`src/sv/kwmq_pkg.sv`:
```
// Package for the k-way merge minimum queue: store sizes, field widths,
// command and status codes, and the sequencer state type. No dependencies.
package kwmq_pkg;

    // Store depth and internal value width.
    localparam int MAX_LISTS  = 8;
    localparam int VALUE_BITS = 32;

    // Derived widths for entry indexes and the fill count.
    localparam int IDX_W = $clog2(MAX_LISTS);
    localparam int CNT_W = $clog2(MAX_LISTS + 1);

    // Fixed field widths of the stream payloads.
    localparam int FIELD_VALUE_W  = 32;
    localparam int FIELD_SOURCE_W = 3;
    localparam int FIELD_OCC_W    = 4;
    localparam int FIELD_STATUS_W = 2;
    localparam int IN_TDATA_W     = 40;
    localparam int OUT_TDATA_W    = 40;

    // Bit positions inside the output tdata.
    localparam int OUT_SRC_LSB = FIELD_VALUE_W;
    localparam int OUT_OCC_LSB = FIELD_VALUE_W + FIELD_SOURCE_W;

    typedef enum logic [0:0] {
        CMD_INSERT  = 1'b0,
        CMD_EXTRACT = 1'b1
    } t_cmd;

    typedef enum logic [FIELD_STATUS_W-1:0] {
        STATUS_OK    = 2'd0,
        STATUS_EMPTY = 2'd1,
        STATUS_FULL  = 2'd2
    } t_status;

    typedef enum logic [1:0] {
        ST_IDLE,
        ST_SCAN,
        ST_MOVE
    } t_state;

endpackage

```
`src/sv/k_way_merge_min_queue.sv`:
```
// Top level of the k-way merge minimum queue: entry store, minimum search
// sequencer and output register. Depends on kwmq_pkg.
//
//  Channel   Direction  tdata (lowest bit up)                     tuser
//  s_axis    in         item_value[31:0] item_source[34:32]        cmd
//                       zero pad[39:35]
//  m_axis    out        out_value[31:0] out_source[34:32]          status[1:0]
//                       occupancy[38:35] zero pad[39]
//
// An insert transaction writes the entry at the fill count and its result goes
// straight to the output register. An extract on a store holding N entries
// runs in steps: the accept cycle issues the first read, one shared comparator
// then visits one stored entry per cycle, and a final move step, once the output
// register is free, moves the last entry into the freed slot. An extract on an
// empty store answers straight from the accept. Reset (i_rst_n low, synchronous)
// empties the store; stored entries are not cleared, since the fill count
// alone decides which ones are live. A stalled output holds its result, and no
// new transaction is taken while that result waits: input is taken only while
// the sequencer is idle and the output register is free or being drained.
module k_way_merge_min_queue
    import kwmq_pkg::*;
(
    input  logic                   i_clk,
    input  logic                   i_rst_n,
    // Input stream.
    input  logic                   s_axis_tvalid,
    output logic                   s_axis_tready,
    // tdata fields from bit 0: item_value[31:0], item_source[34:32], zero pad.
    input  logic [IN_TDATA_W-1:0]  s_axis_tdata,
    // tuser fields from bit 0: cmd[0].
    input  logic                   s_axis_tuser,
    // Result stream.
    output logic                   m_axis_tvalid,
    input  logic                   m_axis_tready,
    // tdata fields from bit 0: out_value[31:0], out_source[34:32],
    // occupancy[38:35], zero pad.
    output logic [OUT_TDATA_W-1:0] m_axis_tdata,
    // tuser fields from bit 0: status[1:0].
    output logic [FIELD_STATUS_W-1:0] m_axis_tuser
);

    // Sequencer state and fill count.
    t_state                        r_state, n_state;
    logic [CNT_W-1:0]              r_count, n_count;
    logic [IDX_W-1:0]              r_idx, n_idx;

    // Entry store and its registered read port.
    logic signed [VALUE_BITS-1:0]  r_mem_val [MAX_LISTS];
    logic [FIELD_SOURCE_W-1:0]     r_mem_src [MAX_LISTS];
    logic signed [VALUE_BITS-1:0]  r_rd_val;
    logic [FIELD_SOURCE_W-1:0]     r_rd_src;

    // Best entry found so far and the last live entry.
    logic signed [VALUE_BITS-1:0]  r_best_val, n_best_val;
    logic [FIELD_SOURCE_W-1:0]     r_best_src, n_best_src;
    logic [IDX_W-1:0]              r_best_idx, n_best_idx;
    logic signed [VALUE_BITS-1:0]  r_last_val, n_last_val;
    logic [FIELD_SOURCE_W-1:0]     r_last_src, n_last_src;

    // Output register.
    logic                          r_out_valid, n_out_valid;
    t_status                       r_out_status, n_out_status;
    logic [FIELD_VALUE_W-1:0]      r_out_value, n_out_value;
    logic [FIELD_SOURCE_W-1:0]     r_out_source, n_out_source;
    logic [FIELD_OCC_W-1:0]        r_out_occ, n_out_occ;

    // Memory port controls.
    logic                          w_wr_en;
    logic [IDX_W-1:0]              w_wr_addr;
    logic signed [VALUE_BITS-1:0]  w_wr_val;
    logic [FIELD_SOURCE_W-1:0]     w_wr_src;
    logic [IDX_W-1:0]              w_rd_addr;

    // Decoded input and shared comparator.
    logic                          w_accept;
    logic                          w_out_free;
    logic                          w_is_extract;
    logic signed [VALUE_BITS-1:0]  w_in_val;
    logic [FIELD_SOURCE_W-1:0]     w_in_src;
    logic                          w_full;
    logic                          w_empty;
    logic                          w_before;
    logic                          w_scan_last;

    assign w_out_free   = !r_out_valid || m_axis_tready;
    assign w_accept     = s_axis_tvalid && s_axis_tready;
    assign w_is_extract = (t_cmd'(s_axis_tuser) == CMD_EXTRACT);
    assign w_in_val     = VALUE_BITS'($signed(s_axis_tdata[FIELD_VALUE_W-1:0]));
    assign w_in_src     = s_axis_tdata[OUT_SRC_LSB +: FIELD_SOURCE_W];
    assign w_full       = (r_count >= CNT_W'(MAX_LISTS));
    assign w_empty      = (r_count == '0);

    // The one comparator: signed value first, then the lower source wins.
    assign w_before = (r_rd_val < r_best_val) ||
                      ((r_rd_val == r_best_val) && (r_rd_src < r_best_src));

    // The entry just read is the last live one.
    assign w_scan_last = ((CNT_W'(r_idx) + CNT_W'(1)) == r_count);

    // Next-state logic.
    always_comb begin
        n_state = r_state;
        unique case (r_state)
            ST_IDLE: begin
                if (w_accept && w_is_extract && !w_empty) begin
                    n_state = ST_SCAN;
                end
            end
            ST_SCAN: begin
                if (w_scan_last) begin
                    n_state = ST_MOVE;
                end
            end
            ST_MOVE: begin
                if (w_out_free) begin
                    n_state = ST_IDLE;
                end
            end
            default: n_state = ST_IDLE;
        endcase
    end

    // Datapath and output logic.
    always_comb begin
        s_axis_tready = 1'b0;
        n_count       = r_count;
        n_idx         = r_idx;
        n_best_val    = r_best_val;
        n_best_src    = r_best_src;
        n_best_idx    = r_best_idx;
        n_last_val    = r_last_val;
        n_last_src    = r_last_src;
        n_out_valid   = r_out_valid && !m_axis_tready;
        n_out_status  = r_out_status;
        n_out_value   = r_out_value;
        n_out_source  = r_out_source;
        n_out_occ     = r_out_occ;
        w_wr_en       = 1'b0;
        w_wr_addr     = r_best_idx;
        w_wr_val      = r_last_val;
        w_wr_src      = r_last_src;
        w_rd_addr     = '0;

        unique case (r_state)
            ST_IDLE: begin
                s_axis_tready = w_out_free;
                if (w_accept) begin
                    n_out_value  = '0;
                    n_out_source = '0;
                    n_out_status = STATUS_OK;
                    n_out_occ    = FIELD_OCC_W'(r_count);
                    n_idx        = '0;
                    if (!w_is_extract) begin
                        // Insert: append at the fill count unless full.
                        n_out_valid = 1'b1;
                        if (w_full) begin
                            n_out_status = STATUS_FULL;
                        end else begin
                            w_wr_en   = 1'b1;
                            w_wr_addr = IDX_W'(r_count);
                            w_wr_val  = w_in_val;
                            w_wr_src  = w_in_src;
                            n_count   = r_count + CNT_W'(1);
                            n_out_occ = FIELD_OCC_W'(r_count + CNT_W'(1));
                        end
                    end else if (w_empty) begin
                        n_out_valid  = 1'b1;
                        n_out_status = STATUS_EMPTY;
                    end
                    // For a real extract, entry 0 is read here.
                end
            end
            ST_SCAN: begin
                if ((r_idx == '0) || w_before) begin
                    n_best_val = r_rd_val;
                    n_best_src = r_rd_src;
                    n_best_idx = r_idx;
                end
                if (w_scan_last) begin
                    n_last_val = r_rd_val;
                    n_last_src = r_rd_src;
                end else begin
                    n_idx     = r_idx + IDX_W'(1);
                    w_rd_addr = r_idx + IDX_W'(1);
                end
            end
            ST_MOVE: begin
                if (w_out_free) begin
                    // Fill the freed slot with the last entry and report.
                    w_wr_en      = 1'b1;
                    n_count      = r_count - CNT_W'(1);
                    n_out_valid  = 1'b1;
                    n_out_status = STATUS_OK;
                    n_out_value  = FIELD_VALUE_W'(r_best_val);
                    n_out_source = r_best_src;
                    n_out_occ    = FIELD_OCC_W'(r_count - CNT_W'(1));
                end
            end
            default: begin
                s_axis_tready = 1'b0;
            end
        endcase
    end

    // Entry store: one write port, one registered read port.
    always_ff @(posedge i_clk) begin
        if (w_wr_en) begin
            r_mem_val[w_wr_addr] <= w_wr_val;
            r_mem_src[w_wr_addr] <= w_wr_src;
        end
        r_rd_val <= r_mem_val[w_rd_addr];
        r_rd_src <= r_mem_src[w_rd_addr];
    end

    // Control state.
    always_ff @(posedge i_clk) begin
        if (!i_rst_n) begin
            r_state     <= ST_IDLE;
            r_count     <= '0;
            r_out_valid <= 1'b0;
        end else begin
            r_state     <= n_state;
            r_count     <= n_count;
            r_out_valid <= n_out_valid;
        end
    end

    // Payload registers.
    always_ff @(posedge i_clk) begin
        r_idx        <= n_idx;
        r_best_val   <= n_best_val;
        r_best_src   <= n_best_src;
        r_best_idx   <= n_best_idx;
        r_last_val   <= n_last_val;
        r_last_src   <= n_last_src;
        r_out_status <= n_out_status;
        r_out_value  <= n_out_value;
        r_out_source <= n_out_source;
        r_out_occ    <= n_out_occ;
    end

    assign m_axis_tvalid = r_out_valid;
    assign m_axis_tuser  = r_out_status;
    assign m_axis_tdata  = {1'b0, r_out_occ, r_out_source, r_out_value};

endmodule

```
`config.mk`:
```
export PLATFORM = sky130hd
export DESIGN_NAME = k_way_merge_min_queue
export DESIGN_NICKNAME = d
export VERILOG_FILES = /design/src/sv/kwmq_pkg.sv /design/src/sv/k_way_merge_min_queue.sv
export SDC_FILE = /design/constraint.sdc
export NUM_CORES = 1
export LEC_CHECK = 0
export BUFFER_PORTS_ARGS = -buffer_cell sky130_fd_sc_hd__clkbuf_2
export CAP_MARGIN = 10
export CORE_MARGIN = 10
export CORE_UTILIZATION = 40
export CTS_CLUSTER_SIZE = 8
export DETAILED_ROUTE_END_ITERATION = 10
export MAX_ROUTING_LAYER = met4
export PLACE_DENSITY_LB_ADDON = 0.2
export SYNTH_ARGS = -nofsm -noshare
export SYNTH_HDL_FRONTEND = slang
export SYNTH_SLANG_ARGS = --single-unit
export TNS_END_PERCENT = 100
```
`constraint.sdc`:
```
create_clock -name i_clk -period 5.44 [get_ports i_clk]
set_input_delay 0 -clock i_clk [delete_from_list [all_inputs] [get_ports i_clk]]
set_output_delay 0 -clock i_clk [all_outputs]
set_load 0.03 [all_outputs]
```
==> summary.md, run 1 <==
| Metric | Value |
|---|---|
| Syn Area/Cell | `15.33 sq um` |
| Synth Flop Type | `edfxtp_1` |
| WS Path Type | `reg2reg` |
| 1st-iter DRT viols | `882` |
| Die area | `51,060 sq um` |
| Metal2 WL | `18,650 microns` |
| Worst Max-Slew Pin Slew | `approximately 1.1 ns` |
| Status | `completed` |
| Syn nets | `1,190` |
| Commonest cells post-synth | `397 x edfxtp_1, 121 x a21oi_1, 84 x nand2_1` |
| Cells on Worst Hold Path | `3` |
| Max Cap Viol | `0` |
| Vias post-DR | `9,848` |
| Clock buffer depth | `3` |
| Vias/cell | `5.323` |
| Crit path capture | `r_mem_val[2][27]` |
| Critical path launch point type | `flop` |
| Worst vdd ir | `0.2183 mV` |
| Core Util, Final | `0.4824` |
| Htree depth | `2` |
| Core region area | `41,950 sq um` |
| Crit path DAT | `3.71 ns` |
| PnR Total Power | `7588 uW` |
| Synthesized instance count | `1,107` |
| Worst min path class | `in2reg` |
| Met3 WL | `2015 microns` |
| CTS tree | `done` |
| Total Routing Usage GR | `0.1606` |
| Worst hold start | `i_rst_n` |
| Net Sw Frac | `0.2152` |
| Syn Std Cell Area | `16,970 sq um` |
| Top cell type's share of synthesized area | `0.7026` |
| Worst rel slew slack | `0.2535` |
| Total congestion overflow | `0` |
| Skew final | `0.01637 ns` |
| Sw Pwr | `1633 uW` |
| TritonRoute pass-1 iters | `5` |
| Setup violators final | `0` |
| Fin Setup TNS | `0 ns` |
| Post-synth EDFFs | `397` |
| CP Capture Type | `flop` |
| Port bufs | `82` |
| Max FO, Critical Path | `26` |
| Clk_lat worst skew | `0.58 ns` |
| Cell internal pwr | `approximately 6000 uW` |
| I/O pin count | `89` |
| Die span in x | `~230 microns` |
| Leak | `0.007310 uW` |
| CP startpoint | `m_axis_tvalid` |
| Initial antenna violation count | `1` |
| Reg2Reg Launch Point | `m_axis_tvalid` |
| Synth area leaders | `edfxtp_1 70%, dfxtp_1 5.0%, a21oi_1 3.6%` |
| Final WL | `about 40,000 microns` |
| Number of global-route vias before repair | `9,943` |
| Cts bufs inserted | `60` |
| PwrDens | `375.0 nW/um^2` |
| # diodes | `0` |
| Clock share of power | `0.446` |
| Post-cts resize count | `0` |
| Initial Util | `0.4045` |
| First-pass GRT wire length | `60,220 microns` |
| R2R Path End | `r_mem_val[2][27]` |
| Cell with the most instances after synthesis | `edfxtp_1` |
| Remaining antenna violation count | `0` |
| P&R area growth vs syn | `19.25%` |
| WL met1 | `18,300 microns` |
| Seq pwr share | `0.503` |
| Largest net degree at the start of global routing | `73` |
| Sequential fraction of the synthesis area | `0.7522` |
| Worst endpoint required time | `5.72 ns` |
| Worst R2R Setup Slack | `between 2 and 2.5 ns` |
| Dpl hpwl | `21,790 microns` |
| Clock-pin slew on the worst setup and hold paths | `around 0.050 ns` |
| Fmax | `between 0.2 and 0.3 GHz` |
| YS warnings | `0` |
| Vert. Die Dim | `between 200 and 250 microns` |
| Min Tclk post-route | `3.429 ns` |
| Async S/R FF share, synth | `0` |
| DRC Markers | `0` |
| Clk root buf | `clkbuf_16` |
| RePlAce Congestion | `~0.79` |
| FP Rows | `75` |
| Fraction of layout cells with a size suffix above 1 | `0.1716` |
| Clock sinks | `439` |
| Final Hold Violating Endpoints | `0` |
| Wire length per cell | `21.63 microns` |
| Logic pwr share | `0.052` |
| Count of different cell masters after synthesis | `50` |
| Period utilization | `0.6303` |
| Reg2Reg Depth | `6` |
| Top Metal Used | `met4` |
| Post-layout net count | `1,347` |
| RSZ-0062 raised after global routing | `no` |
| Slew Limit Fails | `0` |
| Synthesized flop and latch total | `439` |
| Leading area contributor after synthesis | `edfxtp_1` |
==> kinds of logic (layout without fill, tap and decap cells) <==
family | after synthesis | count (layout) | share of synthesized area
and+or+nand+nor | 187 | 187 | 0.04771
muxes | 71 | 71 | 0.04447
other | 1 | 1 | 0.0002210
buffers and inverters | 99 | 303 | 0.02382
xor gates and xnor gates | 7 | 7 | 0.004056
AOI/OAI and AO/OA | 265 | 265 | 0.09955
DFF | 439 | 439 | 0.7522
adders and majority gates | 38 | 38 | 0.02802
==> worst max-delay path, stage by stage (launching register included) <==
cell     delay [ns]
dfxtp_1        0.32
nor2b_1        0.15
nor3_1         0.26
nand3_2        0.65
o22a_1         0.58
nor2_4         0.84
buf_4          0.32
==> power groups by stage <==
stage	Clock, uW	Combinational, uW	Sequential, uW
floorplan	0	202	3900
global placement	0	367	3880
detailed placement	0	372	3880
CTS	3450	397	3810
global route	3590	431	3820
finish	3380	391	3820
==> state kept, by name, summed over array words and instances, names as in the netlist, 4 cells and up <==
signal and count:
r_mem_val 256, r_best_val 32, r_last_val 32, r_out_value 32, r_rd_val 32, r_mem_src 24, r_count 4, r_out_occ 4
==> cell usage in the layout, fill, tap and decap left out, types with 36 or more instances in the layout <==
cell           synthesis  routed
inv_1                 42      41
dlygate4sd3_1          0      41
nand2_1               84      83
mux2i_1               36      36
dfxtp_1               42      42
clkbuf_1              33      47
clkbuf_16              0      60
clkbuf_2               0      82
edfxtp_1             397     397
nor2_1                54      45
ha_1                  38      38
a21oi_1              121     121
==> routing by layer <==
| metal | vias up | GRT usage |
|---|---|---|
| met1 | 4931 | 0.2141 |
| met2 | 287 | 0.2488 |
| li1 | 4550 | - |
| met5 | - | - |
| met3 | 80 | 0.02296 |
| met4 | 0 | 0.05468 |
==> stage by stage <==
step / std cells / setup slack (ns) / area [sq um] / hold WS [ns]
after floorplan: 1107 / 0.3969 / 16970 / 0.1175
after global placement: 1700 / 2.003 / 18120 / 0.3335
after detailed placement: 1700 / 1.985 / 18120 / 0.3270
after CTS: 1850 / 1.964 / 20230 / 0.2859
after global routing: 1850 / 1.842 / 20230 / 0.3321
final: 1850 / 2.011 / 20230 / 0.3119
==> layout make-up <==
cell class,instances,area [sq um]
Timing Repair Buffer,151,1031
Inverter,43,161.4
Sequential cell,439,12760
Clock inverter,2,25.02
Fill cell,3579,21710
Tap cell,539,674.4
Clock buffer,107,1678
Multi-Input combinational cell,569,3902
==> timing repair <==
action / in CTS / in global routing
endpoints found under the setup margin: 0 / 0
hold buffers: 41 / 0
endpoints found under the hold margin: 289 / 0
buffers inserted: 0 / 0
==> how the worst min path moves through the flow <==
stage / slack, ns / to
2_1_floorplan: 0.12 / r_state[1]
3_3_place_gp: 0.33 / m_axis_tvalid
3_5_place_dp: 0.33 / r_state[1]
4_1_cts: 0.29 / r_state[0]
5_1_grt: 0.33 / r_state[0]
6_report: 0.31 / r_count[1]
(Power assumes the default switching activity.)
==> run 2: changes to the inputs <==
Clock period 5.44 ns to 3.55 ns, I/O delays scaled along.
==> run 2 against run 1 <==
Register-to-register slack got worse by 1.5 ns. Sequential share of layout area is 0.43 points lower. Design area up 0.69%. Hold slack worse by 0.18 ns. Clock skew is 0.0041 ns higher. Largest power group unchanged. Highest routed layer unchanged.
==> summary.md, run 2 (synthesized netlist as in run 1, its figures left out) <==
| Metric | Value |
|---|---|
| Status | `completed` |
| Critical path launch point type | `flop` |
| Setup violators final | `0` |
| Die span in x | `roughly 230 microns` |
| I/O pin count | `between 80 and 90` |
| Number of global-route vias before repair | `9,779` |
| PwrDens | `574.8 nW/um^2` |
| Hold WS | `0.1309 ns` |
| Hold buffer count at cts | `41` |
| Clk root buf | `clkbuf_16` |
| Min Tclk post-route | `3.078 ns` |
| Initial antenna violation count | `1` |
| Vert. Die Dim | `226.0 microns` |
| Logic pwr share | `0.053` |
| Die area | `51,060 sq um` |
| Fmax | `0.3249 GHz` |
| Vias/cell | `5.326` |
| Net Sw Frac | `0.2126` |
| Max Cap Viol | `0` |
| Cell internal pwr | `9220 uW` |
| Fraction of layout cells with a size suffix above 1 | `0.1736` |
| Worst rel slew slack | `0.3186` |
| Crit path DAT | `3.32 ns` |
| Cts bufs inserted | `60` |
| Final Hold Violating Endpoints | `0` |
| Worst min path class | `in2reg` |
| Htree depth | `2` |
| WS Path Type | `reg2reg` |
| Commonest non-fill, non-tap cells in the layout | `397 x edfxtp_1, 121 x a21oi_1, 83 x nand2_1` |
| Clock-pin slew on the worst setup and hold paths | `0.05 ns` |
| Vias post-DR | `slightly below 10,000` |
| Worst R2R Setup Slack | `0.47 ns` |
| Clk_lat worst skew | `0.58 ns` |
| R2R Path End | `r_best_val[26]` |
| Max FO, Critical Path | `19` |
| Reg2Reg Launch Point | `r_best_val[31]` |
| Hold Path Sink | `r_idx[0]` |
| Largest net degree at the start of global routing | `106` |
| CP max stage delay | `0.69 ns` |
| Placed Area | `between 15,000 and 20,000 sq um` |
| Dpl hpwl | `21,940 microns` |
| Reg2Reg Depth | `8` |
| Post-cts resize count | `0` |
| First-pass GRT wire length | `60,700 microns` |
| Period utilization | `0.8671` |
| Worst path slowest cell | `or4_1` |
| Port bufs | `82` |
| TritonRoute pass-1 iters | `6` |
| RePlAce Congestion | `0.7765` |
| CTS tree | `done` |
| Worst endpoint required time | `between 3 and 4 ns` |
| Worst Max-Slew Pin Slew | `between 1 and 1.5 ns` |
| Remaining antenna violation count | `0` |
| Sw Pwr | `2490 uW` |
| Total congestion overflow | `0` |
| Cells on Worst Hold Path | `3` |
| Wire length per cell | `22.03 microns` |
| Skew final | `0.02051 ns` |
| Post-layout net count | `1,348` |
| Clock buffer depth | `3` |
| Worst hold start | `s_axis_tvalid` |
| Max reg flops | `256` |
| CP startpoint | `r_best_val[31]` |
| Clock sinks | `439` |
| RSZ-0062 raised after global routing | `no` |
| Leak | `0.007365 uW` |
| Design area | `20,370 sq um` |
| Core region area | `41,950 sq um` |
| Crit path cell chain | `inv_1, ha_1, nand4_1, or4_1, o31ai_1, o21ai_0, a211oi_4, buf_4` |
| Worst vdd ir | `0.3394 mV` |
| CP Capture Type | `flop` |
| Seq pwr share | `0.499` |
| P&R area growth vs syn | `20.07%` |
| Setup Fix Bufs, Post-CTS | `0` |
| Commonest non-fill, non-tap cell in the layout | `edfxtp_1` |
| Final WL | `slightly above 40,000 microns` |
| DRC Markers | `0` |
| Total Routing Usage GR | `0.1625` |
| FP Rows | `75` |
| Biggest register | `r_mem_val` |
| Initial Util | `0.4045` |
| 1st-iter DRT viols | `821` |
| Slew Limit Fails | `0` |
| Clock share of power | `0.449` |
==> run 2: cell count changes in the layout (fill, tap and decap cells not counted), sizes merged <==
cell | previous run | this run
clkinv | 2 | 1
diode | 0 | 1
buf | 28 | 29
clkbuf | 189 | 191
==> run 2: per-stage QoR <==
stage | worst slack [ns] | total power (uW) | TNS (ns) | utilization | instances
2_1_floorplan | -0.5478 | 6290 | -115.03 | - | 1107
3_3_place_gp | 0.5243 | 6512 | 0 | 0.4343 | 1701
3_5_place_dp | 0.5035 | 6522 | 0 | 0.4343 | 1701
4_1_cts | 0.4834 | 11830 | 0 | 0.4856 | 1852
5_1_grt | 0.3244 | 12110 | 0 | 0.4857 | 1853
6_report | 0.4717 | 11710 | 0 | 0.4857 | 1853
==> run 2: worst max path at each step <==
stage	end	slack (ns)	cells after the start
after detailed placement	r_best_val[24]	0.50	8
final	r_best_val[26]	0.47	8
after global routing	r_best_val[27]	0.32	8
after global placement	r_best_val[26]	0.52	8
after floorplan	r_mem_src[0][0]	-0.55	7
after CTS	r_best_val[26]	0.48	8
==> run 2: final cells by class <==
class / instances / area [sq um]
multi-input combinational: 569 / 3902
sequential: 439 / 12760
timing repair buffer: 152 / 1126
antenna: 1 / 2.502
inverter: 43 / 161.4
clock inverter: 1 / 16.27
tap: 539 / 674.4
fill: 3573 / 21570
clock buffer: 109 / 1728
==> run 2: power groups by stage <==
stage	Combinational, uW	Sequential [uW]	Clock, uW
after floorplan	312	5980	0
after global placement	577	5930	0
after detailed placement	584	5940	0
after CTS	622	5840	5370
after global routing	672	5850	5590
final	616	5840	5250
==> run 2: metal layers <==
| layer | share of wire | GRT usage |
|---|---|---|
| met1 | 0.44 | 0.2098 |
| met2 | 0.48 | 0.2586 |
| met3 | 0.056 | 0.02815 |
| met4 | 0.020 | 0.04880 |
| met5 | 0 | - |
==> run 2: worst max-delay path, delay by kind of cell, from the launching register on <==
family	cells	cell delay, ns
flip-flops	1	0.31
adder cells (fa/ha/maj)	1	0.40
AND/OR/NAND/NOR	2	0.91
buffers and inverters	2	0.39
AO/OA/AOI/OAI	3	0.72
